## config.mk

```make
export PLATFORM = sky130hd
export DESIGN_NAME = task_heartbeat_watchdog_unit
export DESIGN_NICKNAME = d
export VERILOG_FILES = /design/src/rtl/core/hbwd_pkg.sv /design/src/rtl/core/hbwd_ram.sv /design/src/rtl/core/hbwd_div.sv /design/src/rtl/core/task_heartbeat_watchdog_unit.sv
export SDC_FILE = /design/constraint.sdc
export NUM_CORES = 1
export LEC_CHECK = 0
export BUFFER_PORTS_ARGS = -buffer_cell sky130_fd_sc_hd__buf_2
export CAP_MARGIN = 20
export CORE_MARGIN = 5
export CORE_UTILIZATION = 50
export CTS_BUF_LIST = sky130_fd_sc_hd__clkbuf_8
export DETAILED_ROUTE_END_ITERATION = 6
export HOLD_SLACK_MARGIN = 0.02
export PLACE_DENSITY = 0.65
export SLEW_MARGIN = 20
export SYNTH_ARGS = -nofsm -noshare
export SYNTH_HDL_FRONTEND = slang
export SYNTH_SLANG_ARGS = --single-unit
```

## constraint.sdc

```tcl
create_clock -name clock -period 7.61 [get_ports clock]
set_input_delay 0.761 -clock clock [delete_from_list [all_inputs] [get_ports clock]]
set_output_delay 0.761 -clock clock [all_outputs]
set_load 0.01 [all_outputs]
```

## src/rtl/core/hbwd_pkg.sv

```systemverilog
package hbwd_pkg;

   // table geometry
   localparam int NUM_SLOTS = 8;
   localparam int SLOT_W    = (NUM_SLOTS > 1) ? $clog2(NUM_SLOTS) : 1;
   localparam int CNT_W     = $clog2(NUM_SLOTS + 1);

   // field widths
   localparam int OPCODE_W   = 2;
   localparam int LIMIT_W    = 16;
   localparam int OUT_SLOT_W = 3;
   localparam int TICK_W     = 32;
   localparam int STATUS_W   = 2;
   localparam int PERIOD_W   = 10;

   // seconds to milliseconds
   localparam int MS_PER_SEC = 1000;
   localparam int MS_W       = 10;
   localparam int DVD_W      = LIMIT_W + MS_W;
   localparam int DIV_CNT_W  = $clog2(DVD_W + 1);

   localparam logic [PERIOD_W-1:0] PERIOD_RESET = PERIOD_W'(1);

   // a last-alive tick ahead of now by at most this much resyncs now
   localparam int SYNC_WINDOW = 2;
   localparam logic [TICK_W-1:0] SYNC_MIN = {TICK_W{1'b1}} - TICK_W'(SYNC_WINDOW - 1);

   typedef enum logic [OPCODE_W-1:0] {
      OP_CLEAR     = 2'd0,
      OP_REGISTER  = 2'd1,
      OP_HEARTBEAT = 2'd2,
      OP_CHECK     = 2'd3
   } op_type;

   typedef enum logic [STATUS_W-1:0] {
      STAT_OK      = 2'd0,
      STAT_FULL    = 2'd1,
      STAT_INVALID = 2'd2
   } status_type;

   typedef enum logic [2:0] {
      ST_IDLE,
      ST_DIVIDE,
      ST_REG_DONE,
      ST_CHECK,
      ST_CHK_DONE
   } state_type;

   typedef struct packed {
      logic                start;
      logic [DVD_W-1:0]    dividend;
      logic [PERIOD_W-1:0] divisor;
   } div_req_type;

   typedef struct packed {
      logic             done;
      logic [DVD_W-1:0] quotient;
   } div_rsp_type;

endpackage

```

## src/rtl/core/hbwd_ram.sv

```systemverilog
module hbwd_ram #(
   parameter int WIDTH = 32,
   parameter int DEPTH = 8,
   parameter int ADDR_W = (DEPTH > 1) ? $clog2(DEPTH) : 1
) (
   input  logic              clock,
   input  logic              wr_en,
   input  logic [ADDR_W-1:0] addr,
   input  logic [WIDTH-1:0]  wr_data,
   output logic [WIDTH-1:0]  rd_data
);

   logic [WIDTH-1:0] mem_ff [DEPTH];
   logic [WIDTH-1:0] rd_data_ff;

   always_ff @(posedge clock) begin
      if (wr_en) begin
         mem_ff[addr] <= wr_data;
      end
      rd_data_ff <= mem_ff[addr];
   end

   assign rd_data = rd_data_ff;

endmodule

```

## src/rtl/core/hbwd_div.sv

```systemverilog
// Restoring divider, one quotient bit per cycle.
module hbwd_div (
   input  logic                  clock,
   input  logic                  reset,
   input  hbwd_pkg::div_req_type div_req,
   output hbwd_pkg::div_rsp_type div_rsp
);

   logic                                busy_ff, busy_in;
   logic                                done_ff, done_in;
   logic [hbwd_pkg::DIV_CNT_W-1:0]      cnt_ff, cnt_in;
   logic [hbwd_pkg::PERIOD_W-1:0]       rem_ff, rem_in;
   logic [hbwd_pkg::PERIOD_W-1:0]       dsr_ff, dsr_in;
   logic [hbwd_pkg::DVD_W-1:0]          quo_ff, quo_in;
   logic [hbwd_pkg::PERIOD_W:0]         trial;
   logic [hbwd_pkg::PERIOD_W:0]         diff;
   logic                                fits;

   always_comb begin
      trial   = {rem_ff, quo_ff[hbwd_pkg::DVD_W-1]};
      diff    = trial - {1'b0, dsr_ff};
      fits    = trial >= {1'b0, dsr_ff};
      busy_in = busy_ff;
      done_in = 1'b0;
      cnt_in  = cnt_ff;
      rem_in  = rem_ff;
      dsr_in  = dsr_ff;
      quo_in  = quo_ff;
      if (div_req.start) begin
         busy_in = 1'b1;
         cnt_in  = hbwd_pkg::DIV_CNT_W'(hbwd_pkg::DVD_W);
         rem_in  = '0;
         dsr_in  = div_req.divisor;
         quo_in  = div_req.dividend;
      end else if (busy_ff) begin
         rem_in = fits ? diff[hbwd_pkg::PERIOD_W-1:0] : trial[hbwd_pkg::PERIOD_W-1:0];
         quo_in = {quo_ff[hbwd_pkg::DVD_W-2:0], fits};
         cnt_in = cnt_ff - 1'b1;
         if (cnt_ff == hbwd_pkg::DIV_CNT_W'(1)) begin
            busy_in = 1'b0;
            done_in = 1'b1;
         end
      end
   end

   always_ff @(posedge clock) begin
      if (reset) begin
         busy_ff <= 1'b0;
         done_ff <= 1'b0;
         cnt_ff  <= '0;
      end else begin
         busy_ff <= busy_in;
         done_ff <= done_in;
         cnt_ff  <= cnt_in;
      end
      rem_ff <= rem_in;
      dsr_ff <= dsr_in;
      quo_ff <= quo_in;
   end

   assign div_rsp.done     = done_ff;
   assign div_rsp.quotient = quo_ff;

endmodule

```

## src/rtl/core/task_heartbeat_watchdog_unit.sv

```systemverilog
// Heartbeat watchdog over a table of eight slots. Registered flags sit in flops; limits
// and last-alive ticks sit in two single-port RAMs with registered reads. Clear,
// heartbeat and rejected registers load their result at the accept edge, so the result
// is out on the next cycle. A successful register runs the seconds-to-ticks conversion
// through a bit-serial divider, then a state that sees the divider's done flag and a
// write-back state that puts the result out. Check streams the slots out of the RAMs
// one per cycle and ends at the first overdue slot or after the last slot. Requests are
// stalled while one is in progress. The result register lets a new request in on the
// cycle its previous result is taken.
module task_heartbeat_watchdog_unit (
   input  logic                               clock,
   input  logic                               reset,
   input  logic                               csr_wr_en,
   input  logic [hbwd_pkg::PERIOD_W-1:0]      csr_wr_data,
   input  logic                               req_valid,
   output logic                               req_stall,
   input  logic [hbwd_pkg::OPCODE_W-1:0]      req_opcode,
   input  logic [hbwd_pkg::LIMIT_W-1:0]       req_limit_seconds,
   input  logic [2:0]                         req_slot,
   input  logic [hbwd_pkg::TICK_W-1:0]        req_tick,
   output logic                               rsp_valid,
   input  logic                               rsp_stall,
   output logic [hbwd_pkg::STATUS_W-1:0]      rsp_status,
   output logic [hbwd_pkg::OUT_SLOT_W-1:0]    rsp_assigned_slot,
   output logic                               rsp_overdue,
   output logic [hbwd_pkg::OUT_SLOT_W-1:0]    rsp_overdue_slot
);

   localparam int NS = hbwd_pkg::NUM_SLOTS;
   localparam int SW = hbwd_pkg::SLOT_W;
   localparam int CW = hbwd_pkg::CNT_W;
   localparam int TW = hbwd_pkg::TICK_W;
   localparam int OW = hbwd_pkg::OUT_SLOT_W;

   hbwd_pkg::state_type    state_ff, state_in;
   logic [hbwd_pkg::PERIOD_W-1:0] period_ff, period_in;
   logic [NS-1:0]          flag_ff, flag_in;
   logic [SW-1:0]          reg_idx_ff, reg_idx_in;
   logic [TW-1:0]          now_ff, now_in;
   logic [CW-1:0]          issue_cnt_ff, issue_cnt_in;
   logic                   pend_ff, pend_in;
   logic [SW-1:0]          pend_idx_ff, pend_idx_in;
   logic                   res_overdue_ff, res_overdue_in;
   logic [OW-1:0]          res_slot_ff, res_slot_in;

   logic                   rsp_valid_ff, rsp_valid_in;
   hbwd_pkg::status_type   rsp_status_ff, rsp_status_in;
   logic [OW-1:0]          rsp_assigned_ff, rsp_assigned_in;
   logic                   rsp_overdue_ff, rsp_overdue_in;
   logic [OW-1:0]          rsp_overdue_slot_ff, rsp_overdue_slot_in;

   logic                   accept;
   logic                   rsp_free;
   logic                   any_free;
   logic [SW-1:0]          free_idx;

   hbwd_pkg::div_req_type  div_req;
   hbwd_pkg::div_rsp_type  div_rsp;

   logic                   lim_we, last_we;
   logic [SW-1:0]          ram_addr;
   logic [TW-1:0]          lim_wdata, last_wdata;
   logic [TW-1:0]          lim_rd, last_rd;

   logic [TW:0]            diff;
   logic                   behind;
   logic                   near;
   logic [TW-1:0]          elapsed;
   logic                   late;
   logic                   live;

   // lowest free slot
   always_comb begin
      any_free = 1'b0;
      free_idx = '0;
      for (int i = NS - 1; i >= 0; i--) begin
         if (!flag_ff[i]) begin
            any_free = 1'b1;
            free_idx = SW'(i);
         end
      end
   end

   // elapsed time of the slot in the read stage, with the short look-ahead resync
   always_comb begin
      diff    = {1'b0, now_ff} - {1'b0, last_rd};
      behind  = diff[TW];
      near    = behind && (diff[TW-1:0] >= hbwd_pkg::SYNC_MIN);
      if (!behind) begin
         elapsed = diff[TW-1:0];
      end else if (near) begin
         elapsed = '0;
      end else begin
         elapsed = now_ff + ~last_rd;
      end
      late = elapsed > lim_rd;
      live = pend_ff && flag_ff[pend_idx_ff];
   end

   assign rsp_free  = !rsp_valid_ff || !rsp_stall;
   assign req_stall = (state_ff != hbwd_pkg::ST_IDLE) || !rsp_free;
   assign accept    = req_valid && !req_stall;

   always_comb begin
      state_in            = state_ff;
      period_in           = csr_wr_en ? csr_wr_data : period_ff;
      flag_in             = flag_ff;
      reg_idx_in          = reg_idx_ff;
      now_in              = now_ff;
      issue_cnt_in        = issue_cnt_ff;
      pend_in             = 1'b0;
      pend_idx_in         = pend_idx_ff;
      res_overdue_in      = res_overdue_ff;
      res_slot_in         = res_slot_ff;
      rsp_valid_in        = rsp_valid_ff && rsp_stall;
      rsp_status_in       = rsp_status_ff;
      rsp_assigned_in     = rsp_assigned_ff;
      rsp_overdue_in      = rsp_overdue_ff;
      rsp_overdue_slot_in = rsp_overdue_slot_ff;
      div_req.start       = 1'b0;
      div_req.dividend    = hbwd_pkg::DVD_W'(req_limit_seconds) *
                            hbwd_pkg::DVD_W'(hbwd_pkg::MS_PER_SEC);
      div_req.divisor     = (period_ff == '0) ? hbwd_pkg::PERIOD_W'(1) : period_ff;
      lim_we              = 1'b0;
      last_we             = 1'b0;
      ram_addr            = issue_cnt_ff[SW-1:0];
      lim_wdata           = TW'(div_rsp.quotient);
      last_wdata          = '0;

      unique case (state_ff)
         hbwd_pkg::ST_IDLE: begin
            if (accept) begin
               rsp_status_in       = hbwd_pkg::STAT_OK;
               rsp_assigned_in     = '0;
               rsp_overdue_in      = 1'b0;
               rsp_overdue_slot_in = '0;
               unique case (hbwd_pkg::op_type'(req_opcode))
                  hbwd_pkg::OP_CLEAR: begin
                     flag_in      = '0;
                     rsp_valid_in = 1'b1;
                  end
                  hbwd_pkg::OP_REGISTER: begin
                     if (req_limit_seconds == '0) begin
                        rsp_status_in = hbwd_pkg::STAT_INVALID;
                        rsp_valid_in  = 1'b1;
                     end else if (!any_free) begin
                        rsp_status_in = hbwd_pkg::STAT_FULL;
                        rsp_valid_in  = 1'b1;
                     end else begin
                        reg_idx_in    = free_idx;
                        div_req.start = 1'b1;
                        state_in      = hbwd_pkg::ST_DIVIDE;
                     end
                  end
                  hbwd_pkg::OP_HEARTBEAT: begin
                     ram_addr     = SW'(req_slot);
                     last_wdata   = req_tick;
                     last_we      = 32'(req_slot) < 32'(NS);
                     rsp_valid_in = 1'b1;
                  end
                  hbwd_pkg::OP_CHECK: begin
                     now_in         = req_tick;
                     issue_cnt_in   = '0;
                     res_overdue_in = 1'b0;
                     res_slot_in    = '0;
                     state_in       = hbwd_pkg::ST_CHECK;
                  end
                  default: begin
                     rsp_valid_in = 1'b1;
                  end
               endcase
            end
         end
         hbwd_pkg::ST_DIVIDE: begin
            if (div_rsp.done) begin
               state_in = hbwd_pkg::ST_REG_DONE;
            end
         end
         hbwd_pkg::ST_REG_DONE: begin
            ram_addr = reg_idx_ff;
            if (rsp_free) begin
               lim_we              = 1'b1;
               last_we             = 1'b1;
               flag_in[reg_idx_ff] = 1'b1;
               rsp_valid_in        = 1'b1;
               rsp_status_in       = hbwd_pkg::STAT_OK;
               rsp_assigned_in     = OW'(reg_idx_ff);
               rsp_overdue_in      = 1'b0;
               rsp_overdue_slot_in = '0;
               state_in            = hbwd_pkg::ST_IDLE;
            end
         end
         hbwd_pkg::ST_CHECK: begin
            // read of slot n overlaps evaluation of slot n-1
            if (issue_cnt_ff < CW'(NS)) begin
               pend_in      = 1'b1;
               pend_idx_in  = issue_cnt_ff[SW-1:0];
               issue_cnt_in = issue_cnt_ff + 1'b1;
            end
            if (live && near) begin
               now_in = last_rd;
            end
            if (live && late) begin
               res_overdue_in = 1'b1;
               res_slot_in    = OW'(pend_idx_ff);
               pend_in        = 1'b0;
               state_in       = hbwd_pkg::ST_CHK_DONE;
            end else if (pend_ff && (pend_idx_ff == SW'(NS - 1))) begin
               pend_in  = 1'b0;
               state_in = hbwd_pkg::ST_CHK_DONE;
            end
         end
         hbwd_pkg::ST_CHK_DONE: begin
            if (rsp_free) begin
               rsp_valid_in        = 1'b1;
               rsp_status_in       = hbwd_pkg::STAT_OK;
               rsp_assigned_in     = '0;
               rsp_overdue_in      = res_overdue_ff;
               rsp_overdue_slot_in = res_slot_ff;
               state_in            = hbwd_pkg::ST_IDLE;
            end
         end
         default: begin
            state_in = hbwd_pkg::ST_IDLE;
         end
      endcase
   end

   always_ff @(posedge clock) begin
      if (reset) begin
         state_ff     <= hbwd_pkg::ST_IDLE;
         period_ff    <= hbwd_pkg::PERIOD_RESET;
         flag_ff      <= '0;
         pend_ff      <= 1'b0;
         rsp_valid_ff <= 1'b0;
      end else begin
         state_ff     <= state_in;
         period_ff    <= period_in;
         flag_ff      <= flag_in;
         pend_ff      <= pend_in;
         rsp_valid_ff <= rsp_valid_in;
      end
      reg_idx_ff          <= reg_idx_in;
      now_ff              <= now_in;
      issue_cnt_ff        <= issue_cnt_in;
      pend_idx_ff         <= pend_idx_in;
      res_overdue_ff      <= res_overdue_in;
      res_slot_ff         <= res_slot_in;
      rsp_status_ff       <= rsp_status_in;
      rsp_assigned_ff     <= rsp_assigned_in;
      rsp_overdue_ff      <= rsp_overdue_in;
      rsp_overdue_slot_ff <= rsp_overdue_slot_in;
   end

   hbwd_div u_div (
      .clock   (clock),
      .reset   (reset),
      .div_req (div_req),
      .div_rsp (div_rsp)
   );

   hbwd_ram #(
      .WIDTH (TW),
      .DEPTH (NS)
   ) u_limit_ram (
      .clock   (clock),
      .wr_en   (lim_we),
      .addr    (ram_addr),
      .wr_data (lim_wdata),
      .rd_data (lim_rd)
   );

   hbwd_ram #(
      .WIDTH (TW),
      .DEPTH (NS)
   ) u_last_ram (
      .clock   (clock),
      .wr_en   (last_we),
      .addr    (ram_addr),
      .wr_data (last_wdata),
      .rd_data (last_rd)
   );

   assign rsp_valid         = rsp_valid_ff;
   assign rsp_status        = rsp_status_ff;
   assign rsp_assigned_slot = rsp_assigned_ff;
   assign rsp_overdue       = rsp_overdue_ff;
   assign rsp_overdue_slot  = rsp_overdue_slot_ff;

endmodule
```

=== Word level (Yosys, flattened, before mapping) ===
Memory sizes are Yosys's and may differ from the RTL's. A register that Yosys moved wholly into a read port is not among the register bits.
Index checks and enable logic that the tools add are counted.

* Register bits after elaboration: 163
* Memory bits (writable): 464
* Input port bits: 68
* Output and inout bits: 11
* Word-level logic and storage cells: 210
* Memories kept: 2

{| class="wikitable"
|+ Memories
! name !! words !! width !! read ports !! clocked after memory_dff !! write ports !! RTL line !! RTL
|-
| u_last_ram.mem_ff || 8 || 32 || 1 || 1 || 1 || hbwd_ram.sv:13 || <nowiki>logic [WIDTH-1:0] mem_ff [DEPTH];</nowiki>
|-
| u_limit_ram.mem_ff || 8 || 26 || 1 || 1 || 1 || hbwd_ram.sv:13 ||
|}

* Add/sub/neg operators: 5
* $mul: 1
* Order comparisons: 7
* Equality and inequality tests: 23
* Multiplexer cells: 101
* Bitwise operators: 5
* Reduce and logical (&&, ||, !) cells: 40

{| class="wikitable"
|+ Operator list
! operator !! count
|-
| $mux 32 || 8
|-
| $pmux 32 s2 || 1
|-
| $mux 3 || 19
|-
| $mux 26 || 2
|-
| $mux 1 || 40
|-
| $sub 32x32->33 || 1
|-
| $add 32x32->32 || 1
|-
| $ge 32x32->1 const B || 1
|-
| $gt 32x32->1 || 1
|-
| $not 32->32 || 1
|-
| $mux 8 || 3
|-
| $reduce_and 4->1 || 6
|-
| $mul 16x7->23 const B || 1
|-
| $pmux 3 s2 || 3
|-
| $pmux 3 s3 || 2
|-
| $logic_not 16->1 || 1
|-
| $pmux 8 s2 || 1
|-
| $mux 2 || 6
|-
| $mux 4 || 3
|-
| $ne 2x2->1 const B || 6
|-
| $pmux 3 s4 || 1
|-
| $ge 11x10->1 || 1
|-
| $logic_not 10->1 || 1
|-
| $mux 10 || 1
|-
| 38 further kinds || 71
|}

=== Longest topological paths before layout ===
Gate-level depths: netlist of run 1.

* Depth in word-level cells: 14
* Depth in mapped cells: 27
* Mapped depth without buffers: 26

=== Hierarchy ===
Synthesis of run 1 repeated with hierarchy kept, for this count alone.

* Cell total of the unflattened synthesis: 2472
* Area, all modules: 34576.9 um^2

{| class="wikitable"
|+ Modules (own cells, without submodules)
! module !! instances !! cells an instance !! area an instance (um^2) !! sequential area each (um^2)
|-
| hbwd_ram || 2 || 453 || 10500.1 || 8328.0
|-
| task_heartbeat_watchdog_unit || 1 || 1332 || 10857.9 || 2112.0
|-
| hbwd_div || 1 || 234 || 2718.9 || 1421.4
|}

=== Worst setup path after synthesis of run 1 ===
Ideal clock, no wire load.

* Kind: input to register
* Start: input port rsp_stall
* End: memory u_last_ram.mem_ff[4][0] (enable)
* Library setup time: 0.501 ns
* Data arrival time: 5.589 ns
* Required time: 7.109 ns
* Slack: 1.519 ns
* Stages: 10
* Buffers on the path: 4
* Cells stage by stage: nand2_1 -> nand3_2 -> nor3b_1 -> buf_2 -> a211o_1 -> o221ai_1 -> buf_4 -> buf_2 -> buf_1 -> nor4_1

* Longest elaborated chain between the ends: 10
* Elaborated cells between the ends (all ways): 13
* Those cells by class: mux (7); reduce/logical (6)

{| class="wikitable"
|+ Ends and longest elaborated chain
! what !! RTL line !! RTL
|-
| start: declaration || task_heartbeat_watchdog_unit.sv:22 || <nowiki>input logic rsp_stall,</nowiki>
|-
| $logic_not 1->1 (*) || task_heartbeat_watchdog_unit.sv:100 || <nowiki>assign rsp_free = !rsp_valid_ff || !rsp_stall;</nowiki>
|-
| $logic_or 1x1->1 (*) || task_heartbeat_watchdog_unit.sv:100 ||
|-
| $logic_not 1->1 || task_heartbeat_watchdog_unit.sv:101 || <nowiki>assign req_stall = (state_ff != hbwd_pkg::ST_IDLE) || !rsp_free;</nowiki>
|-
| $logic_or 1x1->1 || task_heartbeat_watchdog_unit.sv:101 ||
|-
| $logic_not 1->1 || task_heartbeat_watchdog_unit.sv:102 || <nowiki>assign accept = req_valid && !req_stall;</nowiki>
|-
| $logic_and 1x1->1 || task_heartbeat_watchdog_unit.sv:102 ||
|-
| $mux 1 || task_heartbeat_watchdog_unit.sv:132 || <nowiki>if (accept) begin</nowiki>
|-
| $pmux 1 s2 || task_heartbeat_watchdog_unit.sv:130 || <nowiki>unique case (state_ff)</nowiki>
|-
| $mux 1 || hbwd_ram.sv:17 || <nowiki>if (wr_en) begin</nowiki>
|-
| $mux 1 (implied by the code) || hbwd_ram.sv:18 || <nowiki>mem_ff[addr] <= wr_data;</nowiki>
|-
| end: declaration || hbwd_ram.sv:13 ||
|}

Every way passes the cells marked *; elsewhere a longest branch is shown, timed or not.

=== Final worst setup path of run 1 ===
* Start: register now_ff[0]
* End: register res_slot_ff[2] (enable)

* Longest elaborated chain between the ends: 9
* Elaborated cells between the ends (all ways): 10
* Those cells by class: add/sub (2); order compare (2); eq/ne (1); mux (2); reduce/logical (3)

{| class="wikitable"
|+ Ends and longest elaborated chain
! what !! RTL line !! RTL
|-
| start: declaration || task_heartbeat_watchdog_unit.sv:39 || <nowiki>logic [TW-1:0] now_ff, now_in;</nowiki>
|-
| start signal: assignment || task_heartbeat_watchdog_unit.sv:244 || <nowiki>now_ff <= now_in;</nowiki>
|-
| $sub 32x32->33 || task_heartbeat_watchdog_unit.sv:86 || <nowiki>diff = {1'b0, now_ff} - {1'b0, last_rd};</nowiki>
|-
| $ge 32x32->1 || task_heartbeat_watchdog_unit.sv:88 || <nowiki>near = behind && (diff[TW-1:0] >= hbwd_pkg::SYNC_MIN);</nowiki>
|-
| $logic_and 1x1->1 || task_heartbeat_watchdog_unit.sv:88 ||
|-
| $mux 32 || task_heartbeat_watchdog_unit.sv:91 || <nowiki>end else if (near) begin</nowiki>
|-
| $mux 32 (*) || task_heartbeat_watchdog_unit.sv:89 || <nowiki>if (!behind) begin</nowiki>
|-
| $gt 32x32->1 (*) || task_heartbeat_watchdog_unit.sv:96 || <nowiki>late = elapsed > lim_rd;</nowiki>
|-
| $logic_and 1x1->1 (*) || task_heartbeat_watchdog_unit.sv:203 || <nowiki>if (live && late) begin</nowiki>
|-
| $ne 2x2->1 (no line) (*) || n/a ||
|-
| $reduce_and 4->1 (no line) (*) || n/a ||
|-
| end signal: assignment || task_heartbeat_watchdog_unit.sv:248 || <nowiki>res_slot_ff <= res_slot_in;</nowiki>
|-
| end: declaration || task_heartbeat_watchdog_unit.sv:44 || <nowiki>logic [OW-1:0] res_slot_ff, res_slot_in;</nowiki>
|}

Marks and branches as above.
A chain may end at the register's enable or synchronous reset.

==> qor.log, run 1 <==
[sta] setup repair after global routing missed its margin no
[grt] met2 usage 40.6%
[logic_synthesis] Yosys Warn Count 0
[routing] average wire per cell in the routed design 23.7 um
[run] max-cap violation count 0
[worst_setup_path] most frequent CP cell a21oi_1
[logic_synthesis] gate count after technology mapping 2442
[grt] largest net degree at the start of global routing 70
[floorplanning] Core Area 0.0606 mm^2
[clock_network] number of sinks driven by the clock tree 653
[worst_setup_path] setup slack of the worst register-to-register path 1050 ps
[worst_setup_path] crit path launch type flop
[power_and_ir_drop] static power due to leakage 12.8 nW
[placement] Placer Congestion 0.968
[clock_network] number of cells upsized or downsized after cts 0
[floorplanning] top-level port count 79
[worst_setup_path] kind of critical path flop to flop
[cells_and_area] most frequent standard cell in the layout excluding fill and tap cells edfxtp_1
[sta] final count of hold timing violations 0
[logic_synthesis] post-synthesis cell type with the largest combined area edfxtp_1
[hold_path] endpoint of the worst hold path period_ff[0]
[placement] detailed-placement wirelength estimate 52700 um
[cells_and_area] nets@finish 2796
[routing] via total after detailed routing 20600
[logic_synthesis] Yosys cell types 89
[logic_synthesis] dominant synthesized flop cell edfxtp_1
[hold_path] worst hold path cell count 2
[routing] Antenna Violating Nets Remaining 0
[grt] global router's overall resource usage 24.0%
[clock_network] Clk pin slew, worst setup/hold paths 60 ps
[worst_setup_path] end of the worst register-to-register path res_slot_ff[2]
[logic_synthesis] Area contributors post-synth edfxtp_1 54%, dfxtp_1 6.6%, ha_1 5.5%, fa_1 3.7%, a22oi_1 3.3%
[floorplanning] std cell rows 90
[worst_setup_path] sort of element at the end of the critical path flop
[worst_setup_path] data required time at the worst endpoint 7980 ps
[cells_and_area] area added between synthesis and finish 11.9%
[logic_synthesis] number of nets in the synthesized netlist 2701
[worst_setup_path] worst path buffer plus inverter count 3
[worst_setup_path] endpoint arrival time on the critical path 6920 ps
[worst_setup_path] Reg-to-Reg Start now_ff[0]
[grt] met3 Resource Use GR 3.91%
[sta] final-report max-slew violation count 0
[clock_network] clock latency reported for the late side of the worst-skew pair 720 ps
[grt] initial antenna violation count 2
[floorplanning] Initial Util 50.7%
[power_and_ir_drop] P per Cell Area 416 mW/mm^2
[power_and_ir_drop] VDD IR max 0.000299 V
[routing] detailed-route DRC error count 0
[routing] DR pass1 iterations 5
[worst_setup_path] cell family contributing the most delay on the critical path compound AO/OA/AOI/OAI gates
[sta] Fin Clk Skew 42.6 ps
[logic_synthesis] portion of the post-synthesis area used by sequential elements 60.6%
[logic_synthesis] fraction of synthesized cell area taken by the top area cell type 54.0%
[clock_network] number of post-CTS setup repair buffers 0
[sta] final worst path period share 86.1%
[worst_setup_path] Crit-path slowest cell or4_1
[logic_synthesis] post-synthesis sequential element count 653
[clock_network] CTS tree done
[clock_network] CTS Buf Count 104
[worst_setup_path] Reg2Reg Depth 26
[placement] number of buffer cells added on primary ports 78
[logic_synthesis] synthesized cell area 0.0307 mm^2
[clock_network] Post-CTS Hold Fix Bufs 0
[floorplanning] Die Y-Extent 258 um
[worst_setup_path] largest stage delay on the critical path 520 ps
[sta] Total Negative Setup Slacks 0 ps
[grt] vias in the first global route 21000
[sta] Max Clock Freq 0.153 GHz
[grt] first-pass GRT wire length 124000 um
[grt] global routing usage on met1 32.1%
[placement] cell total after placement 3213
[cells_and_area] leading cell types in the layout, fill and taps excluded 552 x edfxtp_1, 193 x nand2_1, 170 x inv_1
[cells_and_area] fraction of final layout cells sized beyond drive strength 1 13.0%
[sta] worst-case headroom to the max-slew limit 32.5%
[routing] routed wire length 81000 um
[cells_and_area] number of fill cells 4978
[routing] 1st-iter DRT viols 1486
[sta] shortest period the worst path allows 6560 ps
[run_status] outcome finished clean
[cells_and_area] number of non-filler instances in the completed layout 3412
[clock_network] CTS H-Tree Depth 3
[sta] final setup violating endpoints 0
[grt] Congestion Overflow GR 0
[floorplanning] die area 0.0664 mm^2
[logic_synthesis] number of flops mapped to enable cells by yosys 552
[hold_path] worst min-delay path class input port to flop
[logic_synthesis] Async S/R FF share, synth 0%
[clock_network] maximum count of clock buffers along a single path 3
[sta] slew at the pin closest to its max-slew limit 1010 ps
[logic_synthesis] mean instance size in the synthesized netlist 12.6 um^2
[floorplanning] die span in x 258 um
[hold_path] hold wc startpoint csr_wr_data[0]
[clock_network] cell at the root of the clock tree clkbuf_8
[worst_setup_path] crit-path max FO 17
[routing] DR vias/cell 6.03
[grt] Top Usage Layer GRT met2
==> cells in the mapped netlist, drive strengths merged, types with 4 or more instances <==
cell type  instances
a41oi              8
and2              41
a22oi            134
fa                57
a211o              7
nor2b             17
inv              132
nand4             40
a31oi             18
nand3             86
a311oi             4
a211oi            11
clkbuf            60
a22o              31
ha               134
o211ai             6
nor4              16
or3               10
dfxtp            101
a21o              24
a221oi            44
nor3              46
o22ai              9
o21bai             4
o311a              4
o21ai            136
mux4               6
mux2i             23
edfxtp           552
nand2b             5
xor2              24
o21a              16
o31ai              8
xnor2             32
and3              14
buf               71
nand2            194
a21boi             8
nor2             119
a21oi            136
==> layout make-up <==
type / instances / area (um^2) / share of cell area, %
Antenna cell: 2 / 5.00 / 0.0146
Sequential cell: 653 / 18600 / 54.2
Clock inverter: 65 / 502 / 1.46
Timing Repair Buffer: 120 / 718 / 2.09
Clock buffer: 132 / 1820 / 5.29
Tap cell: 782 / 978 / 2.85
Multi-Input combinational cell: 1524 / 11200 / 32.7
Inverter: 134 / 503 / 1.46
==> metal layers <==
metal	wire, um	part of all wire [%]	vias to the layer above
met1	34100	42	10300
met3	5180	6.4	126
met5	0	0	-
li1	-	-	9456
met2	39600	49	749
met4	2100	2.6	0
==> power by group <==
group	switching [mW]	internal, mW	total, mW
logic	4.14	2.20	6.34
registers	0.241	4.47	4.72
clock network	1.38	1.84	3.22
total	5.76	8.51	14.3
==> kinds of logic after synthesis <==
kind of cell | count (synthesis) | share of synthesized area [%]
flip-flops | 653 | 60.6
AND/OR/NAND/NOR | 606 | 9.61
XOR/XNOR | 56 | 1.60
buffers and inverters | 265 | 3.57
AO/OA/AOI/OAI | 640 | 14.2
multiplexers | 31 | 1.26
adder cells (fa/ha/maj) | 191 | 9.18
==> how the worst max path moves through the flow <==
stage | startpoint | to | slack, ps | cells past startpoint
after CTS | now_ff[0] | res_slot_ff[2] | 990 | 26
after detailed placement | now_ff[0] | res_overdue_ff | 1010 | 26
final | now_ff[0] | res_slot_ff[2] | 1050 | 26
after global placement | now_ff[6] | res_overdue_ff | 1080 | 22
after global routing | now_ff[6] | res_slot_ff[2] | 460 | 23
after floorplan | rsp_stall | u_last_ram.mem_ff[4][0] | 1520 | 10
==> sequential cells by signal (all words and copies together) (netlist names), 3 cells and up <==
| register | cells |
|---|---|
| res_slot_ff | 3 |
| state_ff | 3 |
| u_last_ram.rd_data | 32 |
| period_ff | 10 |
| flag_ff | 8 |
| u_div.rem_ff | 10 |
| issue_cnt_ff | 4 |
| u_div.quo_ff | 26 |
| reg_idx_ff | 3 |
| u_limit_ram.mem_ff | 208 |
| rsp_assigned_slot | 3 |
| pend_idx_ff | 3 |
| u_div.dsr_ff | 10 |
| rsp_overdue_slot | 3 |
| u_div.cnt_ff | 5 |
| u_limit_ram.rd_data | 26 |
| u_last_ram.mem_ff | 256 |
| now_ff | 32 |
==> stage by stage <==
stage / hold slack [ps] / worst slack (ps) / total power [mW] / area, um^2 / utilization [%]
6_report: 274 / 1050 / 14.3 / 34300 / 56.7
5_1_grt: 234 / 463 / 15.2 / 34300 / 56.7
4_1_cts: 204 / 995 / 14.3 / 34300 / 56.7
3_5_place_dp: 453 / 1010 / 11.1 / 32000 / 52.8
3_3_place_gp: 444 / 1080 / 11.0 / 32000 / 52.8
2_1_floorplan: 441 / 1520 / 9.05 / 30700 / -
==> worst reg2reg max path: stages (launching register included) <==
cell      delay [ps]
edfxtp_1         400
inv_1            100
ha_1             140
inv_1             40
fa_1             470
a21o_1           210
a21oi_2          290
xnor2_1          160
o21ai_0          110
or4_1            520
nor4_1           290
nand4_1          250
nor4_4           450
buf_4            310
nor3_1            70
a211oi_1         240
a21oi_1           70
ha_1             310
nand4_1          130
nor2_1           170
nand2_1          100
a221oi_1         200
o21ai_0          110
a21oi_1          440
a211oi_2          80
o21a_1           210
a21oi_1          340
Note: power is estimated with default switching activity, not from simulation.
==> run 2: changes to the inputs <==
- SYNTH_HIERARCHICAL: not set -> 1
==> run 2 against run 1 <==
Die area grew 12%. Via count grew 3.6%. Combinational power shrank 44%. Power shrank 20%. Highest routed layer unchanged.
==> qor.log, run 2 <==
[run_status] outcome finished clean
[sta] worst-case headroom to the max-slew limit 31.8%
[logic_synthesis] number of flops mapped to enable cells by yosys 603
[placement] number of buffer cells added on primary ports 78
[cells_and_area] nets@finish 2898
[worst_setup_path] Crit-path slowest cell nor4_1
[worst_setup_path] cell family contributing the most delay on the critical path compound AO/OA/AOI/OAI gates
[logic_synthesis] Async S/R FF share, synth 0%
[routing] routed wire length 82500 um
[worst_setup_path] crit path from now_ff[0]
[sta] final setup violating endpoints 0
[logic_synthesis] dominant synthesized flop cell edfxtp_1
[clock_network] CTS H-Tree Depth 3
[floorplanning] die area 0.0745 mm^2
[sta] Max Clock Freq 0.141 GHz
[sta] final count of hold timing violations 0
[worst_setup_path] most frequent CP cell o21ai_0
[sta] shortest period the worst path allows 7080 ps
[grt] global router's overall resource usage 21.9%
[routing] via total after detailed routing 21300
[power_and_ir_drop] P_int 7.71 mW
[grt] first-pass GRT wire length 127000 um
[floorplanning] die span in x 273 um
[worst_setup_path] Reg-to-Reg Start now_ff[0]
[logic_synthesis] post-synthesis cell type with the largest combined area edfxtp_1
[logic_synthesis] synthesized cell area 0.0346 mm^2
[worst_setup_path] sort of element at the end of the critical path flop
[logic_synthesis] gate count after technology mapping 2472
[sta] final worst slack 531 ps
[worst_setup_path] kind of critical path flop to flop
[logic_synthesis] portion of the post-synthesis area used by sequential elements 58.4%
[clock_network] cell at the root of the clock tree clkbuf_8
[hold_path] endpoint of the worst hold path period_ff[0]
[worst_setup_path] setup slack of the worst register-to-register path 530 ps
[routing] detailed-route DRC error count 0
[clock_network] CTS tree done
[placement] detailed-placement wirelength estimate 56100 um
[hold_path] worst hold path cell count 3
[routing] 1st-iter DRT viols 1494
[grt] largest net degree at the start of global routing 91
[worst_setup_path] endpoint arrival time on the critical path 7730 ps
[power_and_ir_drop] fraction of power consumed by combinational cells 31.2%
[placement] Worst Setup Slack post-DPL 615 ps
[run] max-cap violation count 0
[logic_synthesis] fraction of synthesized cell area taken by the top area cell type 52.4%
[clock_network] number of sinks driven by the clock tree 707
[placement] Placer Congestion 0.961
[logic_synthesis] mean instance size in the synthesized netlist 14.0 um^2
[sta] worst slack on hold paths 263 ps
[worst_setup_path] worst path buffer plus inverter count 4
[floorplanning] top-level port count 79
[worst_setup_path] data required time at the worst endpoint 8260 ps
[sta] setup repair after global routing missed its margin no
[sta] final worst path period share 93.0%
[clock_network] CTS Buf Count 111
[sta] slew at the pin closest to its max-slew limit 1010 ps
[power_and_ir_drop] P per Cell Area 297 mW/mm^2
[clock_network] Post-CTS Hold Fix Bufs 0
[worst_setup_path] cells along the critical path inv_1 > ha_1 > inv_1 > fa_1 > a21o_1 > a221oi_4 > o21ai_0 > a31oi_2 > a311oi_2 > nor3_4 > buf_4 > nand2_1 > a31oi_1 > xor2_1 > a21oi_1 > ha_1 > nand4_1 > nor4_1 > o21ai_0 > a221oi_1 > buf_4 > o21ai_0 > or4_1 > a21oi_1
[cells_and_area] most frequent standard cell in the layout excluding fill and tap cells edfxtp_1
[floorplanning] std cell rows 96
[grt] Congestion Overflow GR 0
[worst_setup_path] crit path launch type flop
[clock_network] maximum count of clock buffers along a single path 3
[worst_setup_path] Reg2Reg Depth 24
[routing] Antenna Violating Nets Remaining 0
[hold_path] hold wc startpoint csr_wr_data[0]
[floorplanning] Die Y-Extent 273 um
[power_and_ir_drop] power share of the clock group 28.8%
[logic_synthesis] cell with the most instances after synthesis edfxtp_1
[grt] vias in the first global route 21700
[cells_and_area] leading cell types in the layout, fill and taps excluded 603 x edfxtp_1, 170 x inv_1, 148 x nand2_1
[cells_and_area] number of fill cells 5524
[power_and_ir_drop] share of power burned in registers 40.0%
[grt] initial antenna violation count 5
[floorplanning] Core Area 0.0686 mm^2
[worst_setup_path] largest stage delay on the critical path 640 ps
[cells_and_area] area added between synthesis and finish 11.6%
[clock_network] number of cells upsized or downsized after cts 0
[hold_path] worst min-delay path class input port to flop
[power_and_ir_drop] P_sw 3.76 mW
[logic_synthesis] post-synthesis sequential element count 707
[logic_synthesis] Yosys cell types 87
[logic_synthesis] Area contributors post-synth edfxtp_1 52%, mux4_1 6.2%, dfxtp_1 6.0%, ha_1 5.1%, fa_1 3.3%
[power_and_ir_drop] switching part of the total 32.8%
[floorplanning] Initial Util 50.4%
[routing] average wire per cell in the routed design 22.5 um
[clock_network] number of post-CTS setup repair buffers 0
[sta] final-report max-slew violation count 0
[sta] Fin Clk Skew 46.6 ps
[logic_synthesis] commonest cells in the synthesized netlist 603 x edfxtp_1, 149 x nand2_1, 140 x ha_1, 139 x inv_1, 139 x nor2_1
[logic_synthesis] Yosys Warn Count 6
[cells_and_area] fraction of final layout cells sized beyond drive strength 1 16.1%
[routing] DR vias/cell 5.82
[power_and_ir_drop] static power due to leakage 14.5 nW
[sta] Total Negative Setup Slacks 0 ps
[clock_network] clock latency reported for the late side of the worst-skew pair 720 ps
[clock_network] Clk pin slew, worst setup/hold paths 70 ps
[worst_setup_path] end of the worst register-to-register path state_ff[1]
[cells_and_area] leading registers by flop count u_last_ram/mem_ff x256, u_limit_ram/mem_ff x256
[power_and_ir_drop] VDD IR max 0.000174 V
[worst_setup_path] crit-path max FO 49
[routing] DR pass1 iterations 5
[run 2: cell types whose count changed after synthesis, sizes merged, moves of 18 or more]
cell and change:
a221oi -35, mux2 +91, mux2i +24, nor2 +20
nand2 -45, o21ai -18, a22oi -120, nand3 -55
edfxtp +51, a22o -31, mux4 +96
[run 2: routing by layer]
metal,share of wire (%),up-vias,GRT usage [%]
li1,-,9806,-
met3,5.3,113,3.13
met4,2.1,0,5.99
met5,0,-,0
met1,44,10700,31.2
met2,48,668,35.9
[run 2: cell type report]
| cell class | instances | area [um^2] | share of cell area (%) |
|---|---|---|---|
| flip-flops and latches | 707 | 20200 | 52.3 |
| repair buffers | 116 | 721 | 1.87 |
| inverters | 139 | 522 | 1.35 |
| diodes | 4 | 10.0 | 0.0259 |
| well taps | 931 | 1160 | 3.02 |
| multi-input cells | 1558 | 13600 | 35.3 |
| clock inverters | 77 | 552 | 1.43 |
| clock buffers | 132 | 1820 | 4.71 |
[run 2: how the worst max path moves through the flow]
stage,end,slack (ps),cells after the start
global placement,state_ff[1],670,21
floorplan,now_ff[0],1470,14
detailed placement,state_ff[1],610,24
global route,state_ff[1],150,24
finish,state_ff[1],530,24
CTS,state_ff[1],570,24
[run 2: worst reg2reg max path: stages (launching register included)]
cell      delay (ps)
edfxtp_1         390
inv_1            100
ha_1             140
inv_1             50
fa_1             410
a21o_1           240
a221oi_4         440
o21ai_0          350
a31oi_2          400
a311oi_2         240
nor3_4           280
buf_4            510
nand2_1          240
a31oi_1          250
xor2_1           360
a21oi_1          100
ha_1             330
nand4_1          120
nor4_1           640
o21ai_0          200
a221oi_1         320
buf_4            190
o21ai_0          110
or4_1            480
a21oi_1          130
[run 2: power groups by stage]
stage / combinational (mW) / clock, mW / sequential, mW
3_5_place_dp: 3.54 / 0 / 4.66
5_1_grt: 3.93 / 3.60 / 4.60
6_report: 3.58 / 3.31 / 4.58
3_3_place_gp: 3.50 / 0 / 4.65
2_1_floorplan: 2.62 / 0 / 4.61
4_1_cts: 3.56 / 3.40 / 4.59
[run 2: logic make-up after synthesis]
kind of cell	after synthesis	share of synthesized area (%)
adders and majority gates	197	8.37
DFF	707	58.4
xor gates and xnor gates	51	1.29
muxes	242	11.9
and+or+nand+nor	562	8.11
buffers and inverters	257	3.35
AOI/OAI and AO/OA	455	8.56
other	1	0.0108
[run 2: stage by stage]
step | utilization, % | power (mW) | area [um^2] | instances
after floorplan | - | 7.23 | 34800 | 2522
after global placement | 52.8 | 8.16 | 36200 | 3450
after detailed placement | 52.8 | 8.20 | 36200 | 3450
after CTS | 56.2 | 11.5 | 38600 | 3659
after global routing | 56.2 | 12.1 | 38600 | 3661
final | 56.3 | 11.5 | 38600 | 3664
==> run 3: changes to the inputs <==
- PLACE_DENSITY: 0.65 -> 0.66
==> run 3 against run 2 <==
Final area decreased by 0.30%. First-iteration DRC count increased by 15%. Clock power decreased by 5%. Sequential share of layout area increased by 0.16 points. Via count about the same. Fmax increased by 3.1%. Register-to-register slack improved by 210 ps.
==> qor.log, run 3 (synthesis gave the netlist of run 2 again) <==
[cells_and_area] number of fill cells 5564
[clock_network] clock latency reported for the late side of the worst-skew pair 730 ps
[floorplanning] std cell rows 96
[power_and_ir_drop] Overall Power 11.3 mW
[cells_and_area] Reg area 0.0202 mm^2
[sta] setup repair after global routing missed its margin no
[hold_path] worst min-delay path class input port to flop
[grt] Congestion Overflow GR 0
[worst_setup_path] crit path launch type flop
[floorplanning] top-level port count 79
[cells_and_area] post-route design area 0.0385 mm^2
[placement] area post-placement 0.0362 mm^2
[clock_network] number of post-CTS setup repair buffers 0
[clock_network] Clk pin slew, worst setup/hold paths 60 ps
[routing] average wire per cell in the routed design 22.9 um
[worst_setup_path] data required time at the worst endpoint 8250 ps
[cells_and_area] fraction of final layout cells sized beyond drive strength 1 15.9%
[worst_setup_path] Reg-to-Reg Start now_ff[0]
[cells_and_area] area added between synthesis and finish 11.2%
[cells_and_area] leading cell types in the layout, fill and taps excluded 603 x edfxtp_1, 182 x inv_1, 148 x nand2_1
[cells_and_area] most frequent standard cell in the layout excluding fill and tap cells edfxtp_1
[clock_network] cell at the root of the clock tree clkbuf_8
[clock_network] number of cells upsized or downsized after cts 0
[placement] Placer Congestion 0.964
[floorplanning] Core Area 0.0686 mm^2
[floorplanning] die span in x 273 um
[sta] final setup violating endpoints 0
[routing] 1st-iter DRT viols 1712
[worst_setup_path] kind of critical path flop to flop
[sta] Max Clock Freq 0.146 GHz
[grt] largest net degree at the start of global routing 66
[power_and_ir_drop] VDD IR max 0.000156 V
[sta] worst slack on hold paths 299 ps
[routing] detailed-route DRC error count 0
[clock_network] CTS tree done
[grt] initial antenna violation count 3
[worst_setup_path] crit path from now_ff[0]
[routing] routed wire length 84000 um
[run] max-cap violation count 0
[sta] worst-case headroom to the max-slew limit 31.1%
[floorplanning] die area 0.0745 mm^2
[run_status] outcome finished clean
[cells_and_area] leading registers by flop count u_last_ram/mem_ff x256, u_limit_ram/mem_ff x256
[clock_network] CTS H-Tree Depth 3
[routing] DR pass1 iterations 5
[sta] Fin Clk Skew 40.8 ps
[grt] vias in the first global route 21900
[routing] via total after detailed routing 21400
[grt] global router's overall resource usage 22.4%
[worst_setup_path] crit-path max FO 33
[power_and_ir_drop] static power due to leakage 14.5 nW
[clock_network] CTS Buf Count 110
[worst_setup_path] endpoint arrival time on the critical path 7510 ps
[sta] shortest period the worst path allows 6870 ps
[clock_network] maximum count of clock buffers along a single path 3
[cells_and_area] utilization after layout 56.1%
[floorplanning] Initial Util 50.4%
[power_and_ir_drop] P per Cell Area 294 mW/mm^2
[sta] final count of hold timing violations 0
[hold_path] hold wc startpoint csr_wr_data[0]
[floorplanning] Die Y-Extent 273 um
[sta] Total Negative Setup Slacks 0 ps
[cells_and_area] nets@finish 2907
[worst_setup_path] sort of element at the end of the critical path flop
[placement] number of buffer cells added on primary ports 78
[sta] final worst path period share 90.2%
[clock_network] Post-CTS Hold Fix Bufs 0
[sta] slew at the pin closest to its max-slew limit 1030 ps
[routing] DR vias/cell 5.82
[routing] Antenna Violating Nets Remaining 0
[grt] first-pass GRT wire length 129000 um
[placement] detailed-placement wirelength estimate 58400 um
[clock_network] number of sinks driven by the clock tree 707
[sta] final-report max-slew violation count 0
[cells_and_area] area of combinational cells with multiple inputs 0.0136 mm^2
run 3: worst paths after layout:
check        slack, ps         endpoint  cells past startpoint
max                740      state_ff[1]                     25
min                300     period_ff[0]                      3
max reg2reg        740      state_ff[1]                     25
min reg2reg        460  u_div/dsr_ff[6]                      0
run 3: area by class of cell:
cell class                      instances  area share (%)
Antenna cell                            1         0.00651
Clock inverter                         82            1.29
Inverter                              139            1.36
Sequential cell                       707            52.5
Multi-Input combinational cell       1558            35.4
Timing Repair Buffer                  126            1.98
Clock buffer                          125            4.47
Tap cell                              931            3.03
run 3: routing by layer:
metal,part of all wire [%],up-vias,GRT usage (%)
li1,-,9804,-
met1,44,10800,31.4
met2,48,647,36.8
met3,5.5,104,3.72
met4,2.0,2,5.89
met5,0.015,-,0
run 3: power by group:
part / internal [mW] / total (mW) / leakage [nW] / switching [mW]
clock network: 1.65 / 3.13 / 1.29 / 1.48
logic: 1.43 / 3.58 / 6.79 / 2.15
registers: 4.46 / 4.59 / 6.38 / 0.136
run 3: through the flow:
| stage | instances | setup WS (ps) |
|---|---|---|
| 2_1_floorplan | 2522 | 1470 |
| 3_3_place_gp | 3461 | 868 |
| 3_5_place_dp | 3461 | 845 |
| 4_1_cts | 3668 | 814 |
| 5_1_grt | 3669 | 216 |
| 6_report | 3669 | 745 |
run 3: worst max-delay path, cell delays in order (launching register included):
cell	delay (ps)
edfxtp_1	390
inv_1	100
ha_1	150
inv_1	50
fa_1	410
a21o_1	230
a221oi_4	420
o21ai_0	300
a31oi_2	400
a311oi_2	210
nor3_4	680
buf_4	440
mux2_2	380
o21ai_0	220
xnor2_1	150
a21oi_1	60
ha_1	290
nand4_1	110
nor4_1	280
buf_4	170
o21ai_0	70
a221oi_1	290
buf_4	210
o21ai_0	130
or4_1	510
a21oi_1	140
